## config.mk

```make
export PLATFORM = sky130hd
export DESIGN_NAME = ppu_rvp_ram
export DESIGN_NICKNAME = d
export VERILOG_FILES = /design/src/rtl/ppu_rvp_ram.sv
export SDC_FILE = /design/constraint.sdc
export NUM_CORES = 2
export LEC_CHECK = 0
export BUFFER_PORTS_ARGS = -buffer_cell sky130_fd_sc_hd__buf_2
export CELL_PAD_IN_SITES_DETAIL_PLACEMENT = 0
export CELL_PAD_IN_SITES_GLOBAL_PLACEMENT = 1
export CORE_UTILIZATION = 30
export CTS_CLUSTER_DIAMETER = 100
export DETAILED_ROUTE_END_ITERATION = 10
export PLACE_DENSITY_LB_ADDON = 0.1
export SYNTH_ARGS = -nofsm -noshare
export SYNTH_HDL_FRONTEND = slang
export SYNTH_SLANG_ARGS = --single-unit
```

## constraint.sdc

```tcl
create_clock -name aclk -period 6.69 [get_ports aclk]
set_input_delay 0.669 -clock aclk [delete_from_list [all_inputs] [get_ports aclk]]
set_output_delay 0.669 -clock aclk [all_outputs]
set_load 0.02 [all_outputs]
```

## src/rtl/ppu_rvp_ram.sv

```systemverilog
// Generic single-port RAM with registered read.
module ppu_rvp_ram #(
    parameter int WIDTH = 8,
    parameter int DEPTH = 256,
    localparam int AddrW = $clog2(DEPTH)
) (
    input  logic             aclk,
    input  logic             we,
    input  logic             re,
    input  logic [AddrW-1:0] addr,
    input  logic [WIDTH-1:0] wdata,
    output logic [WIDTH-1:0] rdata
);

    logic [WIDTH-1:0] mem [DEPTH];
    logic [WIDTH-1:0] rdata_reg;

    always_ff @(posedge aclk) begin
        if (we) begin
            mem[addr] <= wdata;
        end
        if (re) begin
            rdata_reg <= mem[addr];
        end
    end

    assign rdata = rdata_reg;

endmodule

```

==> flow_summary.ini <==
[job]
drv_cap = 1

[floorplan]
fp.dieH_um = 514
row_count = 187
io_pins = 27
start_util_pct = 30.2
die_area_um2 = 264000
fp.dieW_um = 514
coreArea_um2 = 260000

[pwr]
p_leak_nw = 27.0
p_int_mw = 21.3
power_density_nw_per_um2 = 302
combPwrFrac_pct = 4.6
pwr-share-seq_pct = 52.0
peakVddDrop_mv = 0.200
swShare_pct = 22.0
power.clock.fraction_pct = 43.4
p_sw_mw = 6.01

[global_route]
track_usage_pct = 17.0
grt_start_max_net_pins = 193
grt_pass1_wl_um = 315000
antenna_found_initial = 19
overflow = 0
grt_pass1_vias = 38300

[yosys]
synthCells = 3547
synth.area.top_cells = edfxtp_1 79%, mux4_2 15%, a22oi_1 2.4%
synth_edf_count = 2056
yosysTopAreaCellShare_pct = 78.6
synth_top_area_cell = edfxtp_1
synth_most_common_cell = edfxtp_1
synth_top_family_by_area = multiplexers
synth-main-ff-cell = edfxtp_1
syn_area_um2 = 78600
avgSynthCellArea_um2 = 22.2
synth_mux_area_share_pct = 14.7
synthAdderAreaFrac_pct = 0
synth_warnings = 0
yosys.area_share.simple_pct = 1.73
ys_seq_elements = 2056
synth_compound_area_share_pct = 3.62
synth_xor_area_share_pct = 0
synth_nets = 3566
synth_seq_area_share_pct = 78.6
synthArstFlopShare_pct = 0
synth_common_cells = 2056 x edfxtp_1, 512 x mux4_2, 256 x a22oi_1, 232 x nor2_1, 145 x clkbuf_1
yosys.cell_types.count = 21

[min_path]
holdPathStages = 1
min_to = mem[168][6]
hold_path.class = in2reg
min_from = wdata[6]

[layout]
area_growth_pct = 15.2
largest_reg_flops = 2048
final_nets = 3713
design_area_um2 = 90500
n_fill_cell = 24100
drive_gt1_share_pct = 25.8

[clock_network]
clk_pin_slew_worst_paths_ns = 0.06
cts_tree = done
numCtsBuffers = 223
root_buffer = clkbuf_16
htreeDepth = 4
cts-resized-gates = 0
cts_setup_buffers = 0
cts_hold_buf = 0
insertion_delay_ns = 0.86
clock_sinks = 2056
cts_buffer_depth = 3

[run_status]
violations = max-capacitance violations, max-slew violations
status = finished, violations left

[timing]
fin_skew_ns = 0.0407
fmax_mhz = 225
rsz0062_at_grt = false
setup_violations = 0
min_period_ns = 4.44
report.final.slew_viol_count = 2
slew-limit-headroom_pct = -2.36
worst_slew_pin_slew_ns = 1.52
hold_viol_final = 0
fin_crit_sh_pct = 66.3
fin_tns_setup_ns = 0

[setup_path]
r2r_cells = 6
critPathLaunch = addr[0]
critPathKind = in2reg
start_kind = input port
regToRegSetupSlack_ns = 3.24
cp.required_ns = 7.28
worstPathCellList = buf_8 > buf_4 > buf_4 > mux4_2 > a22oi_1 > a21oi_1 > o41ai_1 > buf_4 > nand4_1
cp.arrival_ns = 5.03
regToRegEndpoint = rdata[7]
cp_common_cell = buf_4
critPathMaxStageDelay_ns = 1.28
cp-end-kind = register
critical-path-slowest-cell = o41ai_1
crit_path_max_fanout = 49
rr_startpoint = mem[171][7]

[placement]
port_buffers = 26
placed_cell_area_um2 = 83500
dp_hpwl_um = 130000
gp_congestion = 0.728

[routing]
num_vias = 36500
wl_um = 225000
drc_errors = 0
ant_nets = 0
wl_per_cell_um = 30.5
vias_per_cell = 4.95
drt_iter0_markers = 3208
drtPass1Iterations = 7
-- worst max-delay path, delay by kind of cell --
kind                   cells  cell delay, ns
AND/OR/NAND/NOR            1            0.07
multiplexers               1            0.56
AO/OA/AOI/OAI              3            1.61
buffers and inverters      4            1.94
-- layout by cell type (no fill, tap or decap), types with 4 or more instances in the layout --
cell          n
clkbuf_16   226
nor3_1       28
buf_2        16
o41ai_1      19
nor2b_1       4
clkinv_2     39
mux4_2      512
nor2_1      231
a22oi_1     256
edfxtp_1   2056
buf_12       22
buf_8        10
clkinv_8      4
buf_4       106
o41ai_2      13
nand2_1      21
nand2_2       7
a21oi_1     128
nand3_1       5
clkinv_1     59
diode_2       7
clkbuf_1     53
nand3_2       8
bufinv_16    14
nand4_1       8
nand2b_1      4
clkinv_16     4
-- cell families (layout without fill, tap and decap cells) --
kind of cell | Yosys count | in the layout
flip-flops | 2056 | 2056
multiplexers | 512 | 512
AO/OA/AOI/OAI | 416 | 416
AND/OR/NAND/NOR | 330 | 330
buffers and inverters | 233 | 561
other | 0 | 7
-- worst max-delay path by stage --
stage / slack (ns) / to
CTS: 2.33 / rdata[7]
detailed placement: 1.37 / rdata[7]
finish: 2.25 / rdata[7]
global route: 2.16 / rdata[7]
global placement: 1.03 / rdata[6]
floorplan: 3.80 / mem[111][0]
-- per-layer routing --
metal / track usage (%) / routed length (µm)
met1: 23.6 / 101000
met2: 27.6 / 108000
met3: 2.82 / 10200
met4: 4.84 / 5720
met5: 0 / 0
-- power by group through the flow --
stage	Clock, mW	Sequential [mW]	Combinational, mW
final	11.9	14.2	1.25
after global routing	12.6	14.2	1.34
after CTS	12.2	14.2	1.30
after detailed placement	0	14.5	1.30
after global placement	0	14.5	1.29
after floorplan	0	14.5	0.631
-- per-stage QoR --
step	hold WS (ns)	util, %	power, mW	worst slack, ns	cells
6_report	0.246	34.8	27.3	2.25	7378
4_1_cts	0.186	34.8	27.7	2.33	7371
5_1_grt	0.217	34.8	28.2	2.16	7372
3_5_place_dp	1.10	32.1	15.8	1.37	6965
3_3_place_gp	1.12	32.1	15.8	1.03	6960
2_1_floorplan	0.768	-	15.1	3.80	3547
-- layout make-up --
cell class | count | area, µm² | area share (%)
inverters | 1 | 3.75 | 0.00415
multi-input cells | 1258 | 15900 | 17.6
clock buffers | 279 | 5850 | 6.47
diodes | 7 | 17.5 | 0.0194
flip-flops and latches | 2056 | 61700 | 68.2
clock inverters | 127 | 1100 | 1.22
repair buffers | 154 | 1470 | 1.62
well taps | 3496 | 4370 | 4.83
Note: power is estimated with default switching activity, not from simulation.
