===== src/rtl/ppu_rvp_pkg.sv =====
// Shared codes, types and address helpers of the picture-processor register port.
package ppu_rvp_pkg;

    localparam int NtDepth  = 2048;
    localparam int PalDepth = 32;
    localparam int PatDepth = 8192;
    localparam int SprDepth = 256;
    localparam int DataW    = 8;

    // Item kinds carried in the func field.
    localparam logic [2:0] FUNC_CPU_READ  = 3'd0;
    localparam logic [2:0] FUNC_CPU_WRITE = 3'd1;
    localparam logic [2:0] FUNC_VBLANK    = 3'd2;
    localparam logic [2:0] FUNC_PRERENDER = 3'd3;
    localparam logic [2:0] FUNC_SPR0_HIT  = 3'd4;
    localparam logic [2:0] FUNC_OVERFLOW  = 3'd5;

    // Register numbers.
    localparam logic [2:0] REG_CTRL    = 3'd0;
    localparam logic [2:0] REG_MASK    = 3'd1;
    localparam logic [2:0] REG_STATUS  = 3'd2;
    localparam logic [2:0] REG_OAMADDR = 3'd3;
    localparam logic [2:0] REG_OAMDATA = 3'd4;
    localparam logic [2:0] REG_SCROLL  = 3'd5;
    localparam logic [2:0] REG_ADDR    = 3'd6;
    localparam logic [2:0] REG_DATA    = 3'd7;

    localparam logic [13:0] PAL_BASE = 14'h3F00;

    typedef struct packed {
        logic        spr_we;
        logic        spr_re;
        logic [7:0]  spr_addr;
        logic        pat_we;
        logic        pat_re;
        logic [12:0] pat_addr;
        logic        nt_we;
        logic        nt_re;
        logic [10:0] nt_addr;
        logic        pal_we;
        logic        pal_re;
        logic [4:0]  pal_addr;
        logic [7:0]  wdata;
    } mem_req_t;

    typedef struct packed {
        logic [7:0] spr;
        logic [7:0] pat;
        logic [7:0] nt;
        logic [7:0] pal;
    } mem_rdata_t;

    // Fold a video address onto 2 KB of nametable RAM.
    function automatic logic [10:0] nt_index(logic [13:0] a, logic vert);
        return vert ? a[10:0] : {a[11], a[9:0]};
    endfunction

    // Backdrop entries of the sprite palettes alias to the background ones.
    function automatic logic [4:0] pal_index(logic [13:0] a);
        logic [4:0] p;
        p = a[4:0];
        if (p[4] && (p[1:0] == 2'b00)) begin
            p[4] = 1'b0;
        end
        return p;
    endfunction

endpackage


===== src/rtl/ppu_rvp_core.sv =====
// Register file, scroll latches and per-item update of the register port.
module ppu_rvp_core
    import ppu_rvp_pkg::*;
(
    input  logic        aclk,
    input  logic        aresetn,
    input  logic        accept,
    input  logic [2:0]  func,
    input  logic [2:0]  reg_select,
    input  logic [7:0]  write_data,
    input  logic        mirror_mode,
    input  mem_rdata_t  mem_rdata,
    output mem_req_t    mem_req,
    output logic [7:0]  read_data,
    output logic        nmi,
    output logic [15:0] vram_addr,
    output logic [15:0] temp_addr,
    output logic [2:0]  fine_x,
    output logic [7:0]  control,
    output logic [7:0]  mask
);

    // Where the returned byte comes from.
    typedef enum logic [1:0] {RD_VALUE, RD_SPRITE, RD_PALETTE} rd_src_t;
    // Which RAM output currently holds the read buffer.
    typedef enum logic [1:0] {BUF_ZERO, BUF_PAT, BUF_NT, BUF_PAL} buf_src_t;

    logic [7:0]  spr_addr_reg, spr_addr_next;
    logic [15:0] cur_reg, cur_next;
    logic [15:0] tmp_reg, tmp_next;
    logic [2:0]  fine_reg, fine_next;
    logic        toggle_reg, toggle_next;
    logic [7:0]  ctrl_reg, ctrl_next;
    logic [7:0]  mask_reg, mask_next;
    logic [2:0]  status_reg, status_next;
    buf_src_t    buf_src_reg, buf_src_next;
    rd_src_t     rd_src_reg, rd_src_next;
    logic [7:0]  rd_val_reg, rd_val_next;
    logic        nmi_reg, nmi_next;

    logic [13:0] va;
    logic        in_pat;
    logic        in_pal;
    logic [15:0] step;
    logic [7:0]  buffer;

    assign va     = cur_reg[13:0];
    assign in_pat = ~va[13];
    assign in_pal = (va >= PAL_BASE);
    assign step   = ctrl_reg[2] ? 16'd32 : 16'd1;

    always_comb begin
        case (buf_src_reg)
            BUF_PAT: buffer = mem_rdata.pat;
            BUF_NT:  buffer = mem_rdata.nt;
            BUF_PAL: buffer = mem_rdata.pal;
            default: buffer = 8'h00;
        endcase
    end

    always_comb begin
        spr_addr_next = spr_addr_reg;
        cur_next      = cur_reg;
        tmp_next      = tmp_reg;
        fine_next     = fine_reg;
        toggle_next   = toggle_reg;
        ctrl_next     = ctrl_reg;
        mask_next     = mask_reg;
        status_next   = status_reg;
        buf_src_next  = buf_src_reg;
        rd_src_next   = RD_VALUE;
        rd_val_next   = 8'h00;
        nmi_next      = 1'b0;

        mem_req          = '0;
        mem_req.spr_addr = spr_addr_reg;
        mem_req.pat_addr = va[12:0];
        mem_req.nt_addr  = nt_index(va, mirror_mode);
        mem_req.pal_addr = pal_index(va);
        mem_req.wdata    = write_data;

        if (accept) begin
            case (func)
                FUNC_CPU_READ: begin
                    case (reg_select)
                        REG_STATUS: begin
                            rd_val_next    = {status_reg, 5'b00000};
                            status_next[2] = 1'b0;
                            toggle_next    = 1'b0;
                        end
                        REG_OAMDATA: begin
                            mem_req.spr_re = 1'b1;
                            rd_src_next    = RD_SPRITE;
                        end
                        REG_DATA: begin
                            // Return the old buffer (palette reads: the palette byte); refill it from the video bus.
                            rd_val_next = buffer;
                            if (in_pat) begin
                                mem_req.pat_re = 1'b1;
                                buf_src_next   = BUF_PAT;
                            end else if (!in_pal) begin
                                mem_req.nt_re = 1'b1;
                                buf_src_next  = BUF_NT;
                            end else begin
                                mem_req.pal_re = 1'b1;
                                buf_src_next   = BUF_PAL;
                                rd_src_next    = RD_PALETTE;
                            end
                            cur_next = cur_reg + step;
                        end
                        default: ;
                    endcase
                end
                FUNC_CPU_WRITE: begin
                    case (reg_select)
                        REG_CTRL: begin
                            ctrl_next         = write_data;
                            tmp_next[11:10]   = write_data[1:0];
                        end
                        REG_MASK: mask_next = write_data;
                        REG_OAMADDR: spr_addr_next = write_data;
                        REG_OAMDATA: begin
                            mem_req.spr_we = 1'b1;
                            spr_addr_next  = spr_addr_reg + 8'd1;
                        end
                        REG_SCROLL: begin
                            if (!toggle_reg) begin
                                fine_next     = write_data[2:0];
                                tmp_next[4:0] = write_data[7:3];
                            end else begin
                                tmp_next[14:12] = write_data[2:0];
                                tmp_next[9:5]   = write_data[7:3];
                            end
                            toggle_next = ~toggle_reg;
                        end
                        REG_ADDR: begin
                            if (!toggle_reg) begin
                                tmp_next[15:8] = {2'b00, write_data[5:0]};
                            end else begin
                                tmp_next[7:0] = write_data;
                                cur_next      = {tmp_reg[15:8], write_data};
                            end
                            toggle_next = ~toggle_reg;
                        end
                        REG_DATA: begin
                            mem_req.pat_we = in_pat;
                            mem_req.nt_we  = ~in_pat & ~in_pal;
                            mem_req.pal_we = in_pal;
                            cur_next       = cur_reg + step;
                        end
                        default: ;
                    endcase
                end
                FUNC_VBLANK: begin
                    status_next[2] = 1'b1;
                    nmi_next       = ctrl_reg[7];
                end
                FUNC_PRERENDER: status_next = 3'b000;
                FUNC_SPR0_HIT:  status_next[1] = 1'b1;
                FUNC_OVERFLOW:  status_next[0] = 1'b1;
                default: ;
            endcase
        end
    end

    always_ff @(posedge aclk) begin
        if (!aresetn) begin
            spr_addr_reg <= '0;
            cur_reg      <= '0;
            tmp_reg      <= '0;
            fine_reg     <= '0;
            toggle_reg   <= 1'b0;
            ctrl_reg     <= '0;
            mask_reg     <= '0;
            status_reg   <= '0;
            buf_src_reg  <= BUF_ZERO;
            rd_src_reg   <= RD_VALUE;
            rd_val_reg   <= '0;
            nmi_reg      <= 1'b0;
        end else if (accept) begin
            spr_addr_reg <= spr_addr_next;
            cur_reg      <= cur_next;
            tmp_reg      <= tmp_next;
            fine_reg     <= fine_next;
            toggle_reg   <= toggle_next;
            ctrl_reg     <= ctrl_next;
            mask_reg     <= mask_next;
            status_reg   <= status_next;
            buf_src_reg  <= buf_src_next;
            rd_src_reg   <= rd_src_next;
            rd_val_reg   <= rd_val_next;
            nmi_reg      <= nmi_next;
        end
    end

    always_comb begin
        case (rd_src_reg)
            RD_SPRITE:  read_data = mem_rdata.spr;
            RD_PALETTE: read_data = mem_rdata.pal;
            default:    read_data = rd_val_reg;
        endcase
    end

    assign nmi       = nmi_reg;
    assign vram_addr = cur_reg;
    assign temp_addr = tmp_reg;
    assign fine_x    = fine_reg;
    assign control   = ctrl_reg;
    assign mask      = mask_reg;

endmodule


===== config.mk =====
export PLATFORM = sky130hd
export DESIGN_NAME = ppu_rvp_core
export DESIGN_NICKNAME = d
export VERILOG_FILES = /design/src/rtl/ppu_rvp_pkg.sv /design/src/rtl/ppu_rvp_core.sv
export SDC_FILE = /design/constraint.sdc
export NUM_CORES = 1
export LEC_CHECK = 0
export ABC_AREA = 1
export BUFFER_PORTS_ARGS = -buffer_cell sky130_fd_sc_hd__buf_2
export CORE_ASPECT_RATIO = 1.2
export CORE_MARGIN = 3
export CORE_UTILIZATION = 54
export CTS_CLUSTER_DIAMETER = 40
export CTS_CLUSTER_SIZE = 30
export DETAILED_ROUTE_END_ITERATION = 10
export GPL_ROUTABILITY_DRIVEN = 0
export HOLD_SLACK_MARGIN = 0.06
export PLACE_DENSITY = 0.86
export SETUP_SLACK_MARGIN = 0.1
export SLEW_MARGIN = 10
export SYNTH_ARGS = -nofsm -noshare
export SYNTH_HDL_FRONTEND = slang
export SYNTH_SLANG_ARGS = --single-unit

===== constraint.sdc =====
create_clock -name aclk -period 2.63 [get_ports aclk]
set_clock_uncertainty 0.2 [all_clocks]
set_input_delay 0.3945 -clock aclk [delete_from_list [all_inputs] [get_ports aclk]]
set_output_delay 0.3945 -clock aclk [all_outputs]
set_load 0.005 [all_outputs]

==> results.md, run 1 <==
- Status: finished clean
- Max incr delay on CP: 0.43 ns
- DR vias/cell: 5.403
- Yosys reg bits: 75
- Die Ht: 106.4 microns
- RSZ-0062 raised after global routing: no
- Residual DRC: 0
- GRT Resource Usage Total: 26.69%
- Die Span X: 89.65 microns
- Initial DRC count: 443
- Number of global-route vias before repair: 4495
- Max FFs per register: 16
- Max-Cap Viols: 0
- Post-CTS sizing: 0
- Relative slew slack: 64.41%
- Setup crit end kind: output port
- Die area: 9537 sq um
- Nets: 879
- DRT Wirelength: 13.15 mm
- Clock-pin transition on the worst setup and hold timing paths: 0.08 ns
- Final setup TNS: 0 ns
- Hold Vio Cnt, Final: 0
- CTS tree: done
- Largest cells by area after synthesis: dfxtp_1 33%, nand2_1 13%, a21oi_1 7.9%
- Antenna violations before repair: 0
- Register area share after synthesis: 33.11%
- Antenna diodes: 0
- # IOs: 163
- 1st-pass router iterations: 7
- Total of fill cells in the finished design: 746
- CP Launch Type: register
- Met2 routed WL: 6.509 mm
- Post-CTS Setup Repair Bufs: 0
- Root Driver: clkbuf_8
- Cells after Synth: 705
- Hpwl dp: 9.892 mm
- Synth Cell Area: 4534 sq um
- Fin worst setup slack: 0.2371 ns
- Max layer used: met4
- Worst-path fanout max: 11
- Cts hold-fix bufs: 0
- Via count: 5090
- YS warnings: 0
- Antenna Nets Post-Route: 0
- Count leader, synth: nand2_1
- LEAKAGE: 0.002621 uW
- Async S/R FF share, synth: 0%
- Area of the core: 8153 sq um
- Total CTS buffers: 9
- Std cell rows: 36
- Input/output buffers: 161
- First-pass GRT wire length: 20.42 mm
- Cell taking the most area after synthesis: dfxtp_1
- Tcrit/Tclk final: 90.99%
- Post-synth top cells: 163 x nand2_1, 83 x nor2_1, 75 x dfxtp_1
- Share of cells above drive strength 1: 26.57%
- Layout area overhead: 17.66%
- Yosys top cell area share: 33.11%
- Htree depth: 3
- Slew Limit Fails: 0
- CP Class: reg -> out
- EDFF count, synth: 0
- CP required: 2.04 ns
- Post-Syn Nets: 761
- DP Worst Slack: 0.5334 ns
- Longest Clk Path Bufs: 2
- Post-synthesis cell type count: 42
- Crit path DAT: 1.80 ns
- CTS Sinks: 75
- Worst path cell trace: inv_1 -> ha_1 -> inv_1 -> nor2_1 -> a21oi_1 -> buf_2
- Routed wire length per instance: 13.96 microns
- Max Fclk: 0.4179 GHz
- Final setup fails: 0
- Initial core utilization: 55.62%
- DRT met1 WL: 5.234 mm
- GRT Residual Overflow: 0
- Dominant synthesized flop cell: dfxtp_1
- Worst slew pin tran: 0.5319 ns
- Total chip power: 2319 uW
- Peak supply drop: 0.3873 mV
- P per Cell Area: 434.7 nW/um^2
- Avg Cell Area, Syn: 6.432 sq um
- Clock Latency Late Sink: 0.35 ns
- HP Class: in -> reg
- Post-layout min period: 2.393 ns
- WL met3: 1.064 mm
- Slowest cell on crit path: ha_1
- Top cell by count, worst path: inv_1
- Pin count of the biggest net entering global routing: 37
==> layer usage <==
| layer | vias up | GRT usage (%) |
|---|---|---|
| li1 | 2489 | - |
| met4 | 0 | 10.53 |
| met3 | 37 | 4.961 |
| met5 | - | 0 |
| met2 | 259 | 44.61 |
| met1 | 2305 | 33.16 |
==> power breakdown <==
| group | switching, uW | leakage (uW) | internal (uW) |
|---|---|---|---|
| Sequential | 12.8 | 0.000605 | 1150 |
| Combinational | 162 | 0.00192 | 86.4 |
| Clock | 466 | 0.0000998 | 445 |
| Total | 641 | 0.00262 | 1680 |
==> cell families after synthesis <==
family / after synthesis / share of synthesized area (%)
and+or+nand+nor: 327 / 31.32
AOI/OAI and AO/OA: 158 / 18.52
buffers and inverters: 135 / 14.73
DFF: 75 / 33.11
adders and majority gates: 6 / 1.656
xor gates and xnor gates: 3 / 0.5796
other: 1 / 0.08270
==> cells in the final DEF (no fill, tap or decap), types with 5 or more instances in the layout <==
master and instances:
ha_1 6, o21ai_1 25, nand2_1 163, a21oi_1 72
inv_2 18, o21ai_0 45, nor2_1 83, dfxtp_1 75
nand3_1 53, a211oi_1 5, clkbuf_8 9, buf_2 161
inv_1 58
==> worst max-delay path, delay by kind of cell (launching register included) <==
| kind | cells | cell delay, ns |
|---|---|---|
| buffers and inverters | 3 | 0.43 |
| adders and majority gates | 1 | 0.43 |
| DFF | 1 | 0.35 |
| AOI/OAI and AO/OA | 1 | 0.16 |
| and+or+nand+nor | 1 | 0.07 |
==> through the flow <==
| step | std cells | cell area, sq um | util, % | hold slack, ns |
|---|---|---|---|---|
| floorplan | 705 | 4534 | - | 0.2358 |
| global placement | 926 | 5134 | 62.97 | 0.2523 |
| detailed placement | 926 | 5134 | 62.97 | 0.2580 |
| CTS | 942 | 5335 | 65.44 | 0.1551 |
| global route | 942 | 5335 | 65.44 | 0.1628 |
| finish | 942 | 5335 | 65.44 | 0.1600 |
==> final timing paths <==
check	start	end	slack (ns)	cells past startpoint
max reg2reg	vram_addr[0]	vram_addr[14]	0.73	10
min	write_data[1]	spr_addr_reg[1]	0.16	3
min reg2reg	status_reg[2]	status_reg[2]	0.27	2
max	rd_src_reg[0]	read_data[1]	0.24	6
==> final cells by class <==
type	count	area [sq um]	area share, %
timing repair buffer	164	828.3	15.53
multi-input combinational	495	2365	44.32
tap	114	142.6	2.674
sequential	75	1501	28.14
inverter	78	296.5	5.558
clock inverter	7	77.57	1.454
clock buffer	9	123.9	2.322
(Power assumes the default switching activity.)
==> run 2: changes to the inputs <==
--- a/config.mk
+++ b/config.mk
@@ -9,13 +9,13 @@
 export BUFFER_PORTS_ARGS = -buffer_cell sky130_fd_sc_hd__buf_2
 export CORE_ASPECT_RATIO = 1.2
 export CORE_MARGIN = 3
-export CORE_UTILIZATION = 54
+export CORE_UTILIZATION = 50
 export CTS_CLUSTER_DIAMETER = 40
 export CTS_CLUSTER_SIZE = 30
 export DETAILED_ROUTE_END_ITERATION = 10
 export GPL_ROUTABILITY_DRIVEN = 0
 export HOLD_SLACK_MARGIN = 0.06
-export PLACE_DENSITY = 0.86
+export PLACE_DENSITY = 0.8
 export SETUP_SLACK_MARGIN = 0.1
 export SLEW_MARGIN = 10
 export SYNTH_ARGS = -nofsm -noshare
==> constraint.sdc (replaced) <==
create_clock -name aclk -period 2.6 [get_ports aclk]
set_clock_uncertainty 0.2 [all_clocks]
set_input_delay 0.39 -clock aclk [delete_from_list [all_inputs] [get_ports aclk]]
set_output_delay 0.39 -clock aclk [all_outputs]
set_load 0.005 [all_outputs]
==> results.md, run 2 (same netlist as run 1, synthesis figures left out) <==
- Die area: 10250 sq um
- Nets: 878
- Final setup TNS: 0 ns
- Critical path launch point: vram_addr[9]
- Max FFs per register: 16
- Pin count of the biggest net entering global routing: 37
- 1st-pass router iterations: 5
- GRT Resource Usage Total: 25.47%
- Post-layout min period: 2.343 ns
- Area of the core: 8703 sq um
- CTS tree: done
- Worst R2R End: vram_addr[14]
- Die Ht: 110.3 microns
- First-pass GRT wire length: 21.04 mm
- # IOs: 163
- Initial DRC count: 352
- Max Fclk: 0.4268 GHz
- Share of cells above drive strength 1: 26.60%
- Die Span X: 92.93 microns
- Final setup fails: 0
- Root Driver: clkbuf_8
- DP Worst Slack: 0.4901 ns
- Reg-to-Reg Start: vram_addr[0]
- Post-route cell area: 5341 sq um
- Relative slew slack: 63.05%
- Fin worst setup slack: 0.2569 ns
- R2R depth: 10
- R2R setup slack: 0.65 ns
- Antenna violations before repair: 0
- Crit path DAT: 1.75 ns
- Slew Limit Fails: 0
- Leading cell type in the layout, fill and taps excluded: nand2_1
- Post-CTS sizing: 0
- CP Launch Type: register
- DRT Wirelength: 13.21 mm
- LEAKAGE: 0.002621 uW
- Routed wire length per instance: 13.99 microns
- GRT Residual Overflow: 0
- Area of the multi-input gates: 2367 sq um
- Layout area overhead: 17.80%
- Number of global-route vias before repair: 4450
- Antenna diodes: 0
- Input/output buffers: 161
- CP Class: reg -> out
- Total of fill cells in the finished design: 835
- Setup crit end kind: output port
- Longest Clk Path Bufs: 2
- Htree depth: 3
- Clock Latency Late Sink: 0.36 ns
- Total CTS buffers: 9
- Post-DP Area: 5130 sq um
- Most frequent cells in the layout: 163 x nand2_1, 161 x buf_2, 83 x nor2_1
- RSZ-0062 raised after global routing: no
- Via count: 5024
- Storage element area: 1501 sq um
- Tcrit/Tclk final: 90.12%
- P per Cell Area: 444.3 nW/um^2
- Cts hold-fix bufs: 0
- Hpwl dp: 9.930 mm
- Residual DRC: 0
- Status: finished clean
- Worst slew pin tran: 0.5522 ns
- Post-CTS Setup Repair Bufs: 0
- CP required: 2.01 ns
- Worst Setup EP: mem_req[13]
- CTS Sinks: 75
- DR vias/cell: 5.322
- Antenna Nets Post-Route: 0
- Peak supply drop: 0.3522 mV
- Std cell rows: 37
- Max-Cap Viols: 0
- Hold Vio Cnt, Final: 0
- HP Class: in -> reg
- Hold_sp: aresetn
- Clock-pin transition on the worst setup and hold timing paths: 0.09 ns
- Initial core utilization: 52.10%
- Worst-path fanout max: 8
-- run 2: cell types whose count changed in the layout (fill, tap and decap cells not counted), sizes merged --
cell,delta
buf,-1
clkinv,-1
clkinvlp,-1
inv,+2
-- run 2: critical path, stage by stage, from the launching register on --
cell	delay, ns
dfxtp_1	0.49
nand2_1	0.14
nor3_1	0.34
inv_1	0.13
nor2_1	0.15
buf_2	0.14
-- run 2: worst min path at each step --
stage / slack, ns / cells after the start / endpoint
finish: 0.16 / 3 / spr_addr_reg[7]
detailed placement: 0.25 / 2 / status_reg[2]
global placement: 0.25 / 2 / status_reg[2]
global route: 0.17 / 3 / spr_addr_reg[1]
CTS: 0.15 / 3 / spr_addr_reg[7]
floorplan: 0.24 / 2 / status_reg[1]
-- run 2: power by group --
group / internal [uW] / switching (uW)
logic: 87.3 / 164
registers: 1160 / 13.5
clock network: 462 / 487
total: 1710 / 664
-- run 2: area by class of cell --
cell class	count	share of cell area (%)
Tap cell	117	2.741
Sequential cell	75	28.11
Clock inverter	7	1.593
Clock buffer	9	2.319
Multi-Input combinational cell	495	44.32
Inverter	78	5.552
Timing Repair Buffer	163	15.37
-- run 2: stage by stage --
step           hold slack, ns  total power (uW)  instances  util (%)
6_report               0.1572              2373        944     61.37
5_1_grt                0.1687              2461        944     61.37
4_1_cts                0.1518              2375        944     61.34
3_5_place_dp           0.2538              1448        928     58.94
3_3_place_gp           0.2513              1442        928     58.94
2_1_floorplan          0.2358              1353        705         -
-- run 2: routing by layer --
| metal | track usage (%) | wire length (microns) | vias up |
|---|---|---|---|
| li1 | - | - | 2496 |
| met1 | 31.32 | 5460 | 2274 |
| met2 | 43.64 | 6349 | 219 |
| met3 | 4.549 | 1058 | 35 |
| met4 | 11.41 | 336 | 0 |
| met5 | 0 | 0 | - |
